===== src/sbec_ram.sv =====
// Simple dual-port synchronous RAM: one write port, one read port with registered data.
// Generic; used by spi_bus_edge_capture for the three rings.

module sbec_ram #(
    parameter int WIDTH = 8,
    parameter int DEPTH = 16
) (
    input  logic                     aclk,
    input  logic                     we,
    input  logic [$clog2(DEPTH)-1:0] waddr,
    input  logic [WIDTH-1:0]         wdata,
    input  logic                     re,
    input  logic [$clog2(DEPTH)-1:0] raddr,
    output logic [WIDTH-1:0]         rdata
);

    logic [WIDTH-1:0] mem [DEPTH];

    always_ff @(posedge aclk) begin
        if (we) begin
            mem[waddr] <= wdata;
        end
        if (re) begin
            rdata <= mem[raddr];
        end
    end

endmodule


===== config.mk =====
export PLATFORM = sky130hd
export DESIGN_NAME = sbec_ram
export DESIGN_NICKNAME = d
export VERILOG_FILES = /design/src/sbec_ram.sv
export SDC_FILE = /design/constraint.sdc
export NUM_CORES = 1
export LEC_CHECK = 0
export BUFFER_PORTS_ARGS = -buffer_cell sky130_fd_sc_hd__buf_2
export CORE_MARGIN = 2
export CORE_UTILIZATION = 59
export CTS_CLUSTER_DIAMETER = 200
export DETAILED_ROUTE_END_ITERATION = 7
export PLACE_DENSITY = 0.73
export SLEW_MARGIN = 20
export SYNTH_ARGS = -nofsm -noshare
export SYNTH_HDL_FRONTEND = slang
export SYNTH_SLANG_ARGS = --single-unit

===== constraint.sdc =====
create_clock -name aclk -period 5.05 [get_ports aclk]
set_clock_uncertainty 0.05 [all_clocks]
set_input_delay 0.2525 -clock aclk [delete_from_list [all_inputs] [get_ports aclk]]
set_output_delay 0.2525 -clock aclk [all_outputs]
set_load 0.01 [all_outputs]

Word-level counts from Yosys, hierarchy flattened
Memories as Yosys holds them, arrays and structs flattened. A register that Yosys moved wholly into a read port is not among the register bits.
Cells that the tools add are included.
{ "totals": {"register_bits": 0, "ramBits": 128, "inputBits": 19, "output_inout_bits": 8, "word_cells": 3, "mem_count": 1} }
{ "memory_table": {"columns": ["name", "words", "word_bits", "read_ports", "rd_clocked_by_memory_dff", "wr", "line_no", "rtl"], "rows": [
  ["mem", 16, 8, 1, 1, 1, "17", "logic [WIDTH-1:0] mem [DEPTH];"]
]} }
{ "op_classes": {"muxes": 2} }
{ "op_table": {"columns": ["cell", "count"], "rows": [
  ["2-to-1 mux 1 bit", 2]
]} }

Logic depth before layout (Yosys ltp)
{ "depth": {"depth_word": 2, "depth_mapped": 5, "ltp_nobuf": 3} }

Worst setup path after synthesis
No wires, ideal clock.
{ "synth_path": {"path_kind": "input -> register", "from": "input waddr[2]", "to": "memory mem[0][0], enable pin", "setup_ns": 0.383, "t_arrival_ns": 1.362, "t_required_ns": 4.617, "slack_ns": 3.255, "stages": 2, "n_path_buf": 0, "cell_sequence": "or3b_2 -> nor3_1"} }
{ "synth_lines": {"columns": ["element", "line_no", "rtl"], "rows": [
  ["from (decl)", "10", "input logic [$clog2(DEPTH)-1:0] waddr,"],
  ["to (decl)", "17", null]
]} }
No word-level cell before the write port.

==> summary.txt <==
Die
  – Area of the core: 8636 sq um
  – Die Ht: roughly 98 microns
  – Starting density of the core: between 60% and 70%
  – Die outline area: a little under 10000 sq um
  – Ports: 27
  – Horizontal die dimension: a little under 100 microns
  – Row cnt: 34

Routing
  – Average vias per placed instance: around 6.3
  – Routed via count: about 2.5k
  – Routed wire length: 9706 microns
  – Final antenna-violating net count: 0
  – First drt pass iteration count: 5
  – DR WL/cell: about 25 microns
  – DRC violations left: 0
  – DR iter-0 viols: 336

Timing
  – Final critical-path required period: between 1.5 and 2 ns
  – Post-route clock period utilization: ~34%
  – Worst-Margin Slew: about 1.0 ns
  – Aggregate negative setup slack: 0 ns
  – Final number of max-transition violations: 0
  – Max Clock Freq: roughly 590 MHz
  – Number of setup violations in the final report: 0
  – Worst rel slew slack: between 30% and 40%
  – Final worst slack: approximately 3.4 ns
  – Final count of hold timing violations: 0
  – Setup repair after global routing missed its margin: no

Clock network
  – Root buffer cell: clkbuf_8
  – Maximum level of the CTS H-tree: 4
  – Clock latency reported for the late side of the worst-skew pair: roughly 0.51 ns
  – Post-cts repair resize count: 0
  – Clock buffers created by TritonCTS: 17
  – Number of buffers between clock root and the deepest sink: 2
  – Register clock-pin slew on the reported worst setup and hold paths: ~0.060 ns
  – Post-CTS setup buffer count: 0
  – Number of sinks handled by clock tree synthesis: around 140
  – CTS tree: yes
  – Number of buffers added to fix hold violations after cts: 0

Placement
  – Half-perimeter wire length after detailed placement: slightly below 6000 microns
  – Worst setup slack before clock tree synthesis: around 2.6 ns
  – Post-Place Cell Area: between 5000 and 6000 sq um
  – GPL Wtd Cong: approximately 0.7
  – Number of buffers added on ports: 26

Worst setup path
  – Cells along the critical path: buf_2 -> buf_16 -> mux4_1 -> a22oi_1 -> nand2_1
  – Slack of the worst reg-to-reg path: roughly 3.5 ns
  – Worst Path Max Fanout: 17
  – Critical Setup Path Class: input pin to register
  – Crit path DAT: approximately 1.9 ns
  – Worst reg2reg endpoint: rdata[5]
  – CP startpoint kind: input pin
  – Longest individual stage delay on the worst path: around 0.63 ns
  – Critical path capture point type: register
  – Launch point of the worst reg-to-reg path: mem[0][5]
  – Required arrival time at the worst endpoint: around 5.3 ns
  – Number of cells on the worst reg-to-reg path: 3
  – Library cell contributing the largest single delay on the critical path: mux4_1

Global routing
  – Maximum number of pins on one net before global-route repair: 33
  – GR Util All Layers: about 22%
  – Vias in the first global route: roughly 2.4k
  – Congestion Overflow GR: 0
  – Initial antenna violation count: 0
  – Wire length of the first global-routing pass: ~15000 microns

Logic synthesis
  – Mapped Cells: approximately 230
  – Register bit count reported by yosys: roughly 140
  – Library cells used by synthesis: 18
  – Average size of a mapped cell: between 20 and 25 sq um
  – Ys async rst share: 0%
  – Mapped Nets: between 200 and 250
  – Number of enable flip-flop cells after synthesis: between 100 and 150
  – Post-synth design cell area: 5228 sq um
  – Proportion of synthesized chip area in sequential cells: about four fifths
  – Number of warnings printed during yosys synthesis: 0
  – Post-synth top flop: edfxtp_1

Power and ir drop
  – Power Density: around 430 nW/um^2
  – Static Leak: about 2 nW
  – Peak supply drop: a little under 0.3 mV
  – Fraction of power consumed by the clock network: 45.7%
  – Sequential group share of total power: ~50%
  – Total net switching power: ~0.5 mW
  – Switching portion of total power: approximately a fifth
  – Fraction of power consumed by combinational cells: about 4.5%
  – Pint: about 2.1 mW

Cells and area
  – Nets@finish: 285
  – Filler Cell Count: 531
  – Non-Filler Cell Area, Final: 6031 sq um
  – Ratio of cells with drive above 1 in the final layout: 28.32%
  – Final core area utilization: between 60% and 70%
  – P&R area growth vs syn: 15.37%
  – Inserted Diodes: 0

Flow run
  – Max-cap violation count: 0

Run status
  – Run status: finished clean

Min path
  – Critical hold path startpoint: re
  – Class of the tightest hold or removal check: input pin to register
  – Hold Path Depth: 1
  – Hold endpoint: rdata[3]
-- worst max-delay path, delay by kind of cell --
kind                   cells  cell delay (ns)
AOI/OAI and AO/OA          1             0.23
and+or+nand+nor            1             0.08
muxes                      1             0.63
buffers and inverters      2             0.71
-- per-layer routing --
layer	wire, microns	track usage, %	vias up
met4	113	6.322	0
met3	787	5.870	14
li1	-	-	1055
met1	4051	31.89	1250
met2	4754	33.09	138
met5	0	0	-
-- layout by cell type, fill, tap and decap left out, drive strengths merged, types with 2 or more instances in the layout --
| cell | count |
|---|---|
| bufinv | 3 |
| a22oi | 16 |
| clkinv | 8 |
| edfxtp | 136 |
| nand2b | 2 |
| nand2 | 9 |
| mux4 | 32 |
| nor2 | 13 |
| nand3b | 2 |
| nor3 | 4 |
| clkinvlp | 4 |
| clkbuf | 17 |
| buf | 28 |
-- logic make-up after synthesis --
family,Yosys count,share of synthesized area (%)
compound gates,16,2.298
flops,136,78.12
mux,32,14.79
buf+inv,10,1.651
simple gates,35,3.136
-- flip-flops by register name, indices dropped and copies added, names as in the netlist --
register and count:
mem 128, rdata 8
-- cell usage after synthesis (2+ instances only) --
library cell     instances  share of area, %
buf_6                    3              0.65
mux4_1                  14               7.0
nand3b_1                 2              0.29
edfxtp_1               136                78
clkdlybuf4s25_2          3              0.57
buf_2                    3              0.29
mux4_2                  18               7.8
a22oi_1                 16               2.3
nor3_1                   4              0.38
nand2_1                  9              0.65
nand2b_1                 2              0.24
nor2_1                  13              0.93
-- per-stage QoR --
step	std cells	hold WS (ns)	total power, mW
CTS	386	0.04949	2.575
finish	387	0.06995	2.564
global placement	354	0.5800	1.409
floorplan	229	0.3014	1.367
global route	387	0.04297	2.650
detailed placement	354	0.5813	1.414
-- worst max path at each step --
stage | startpoint | end | depth (start not counted) | slack (ns)
final | raddr[0] | rdata[3] | 5 | 3.35
after global routing | raddr[0] | rdata[5] | 5 | 3.26
after CTS | raddr[0] | rdata[1] | 4 | 3.14
after detailed placement | raddr[0] | rdata[0] | 4 | 2.63
after global placement | raddr[0] | rdata[0] | 4 | 2.64
after floorplan | waddr[2] | mem[0][0] | 2 | 3.25
-- power by group through the flow --
stage	clock [mW]	combinational, mW	sequential [mW]
2_1_floorplan	0	0.0642	1.30
3_3_place_gp	0	0.108	1.30
3_5_place_dp	0	0.111	1.30
4_1_cts	1.18	0.112	1.28
5_1_grt	1.25	0.123	1.28
6_report	1.17	0.114	1.28
-- layout make-up --
class | instances | area (sq um) | area share, %
Clock buffer | 17 | 414.1 | 6.867
Clock inverter | 15 | 160.2 | 2.656
Multi-Input combinational cell | 83 | 1072 | 17.78
Sequential cell | 136 | 4084 | 67.72
Tap cell | 108 | 135.1 | 2.241
Timing Repair Buffer | 28 | 165.2 | 2.739
No activity file was read; power rests on OpenSTA's default activity.
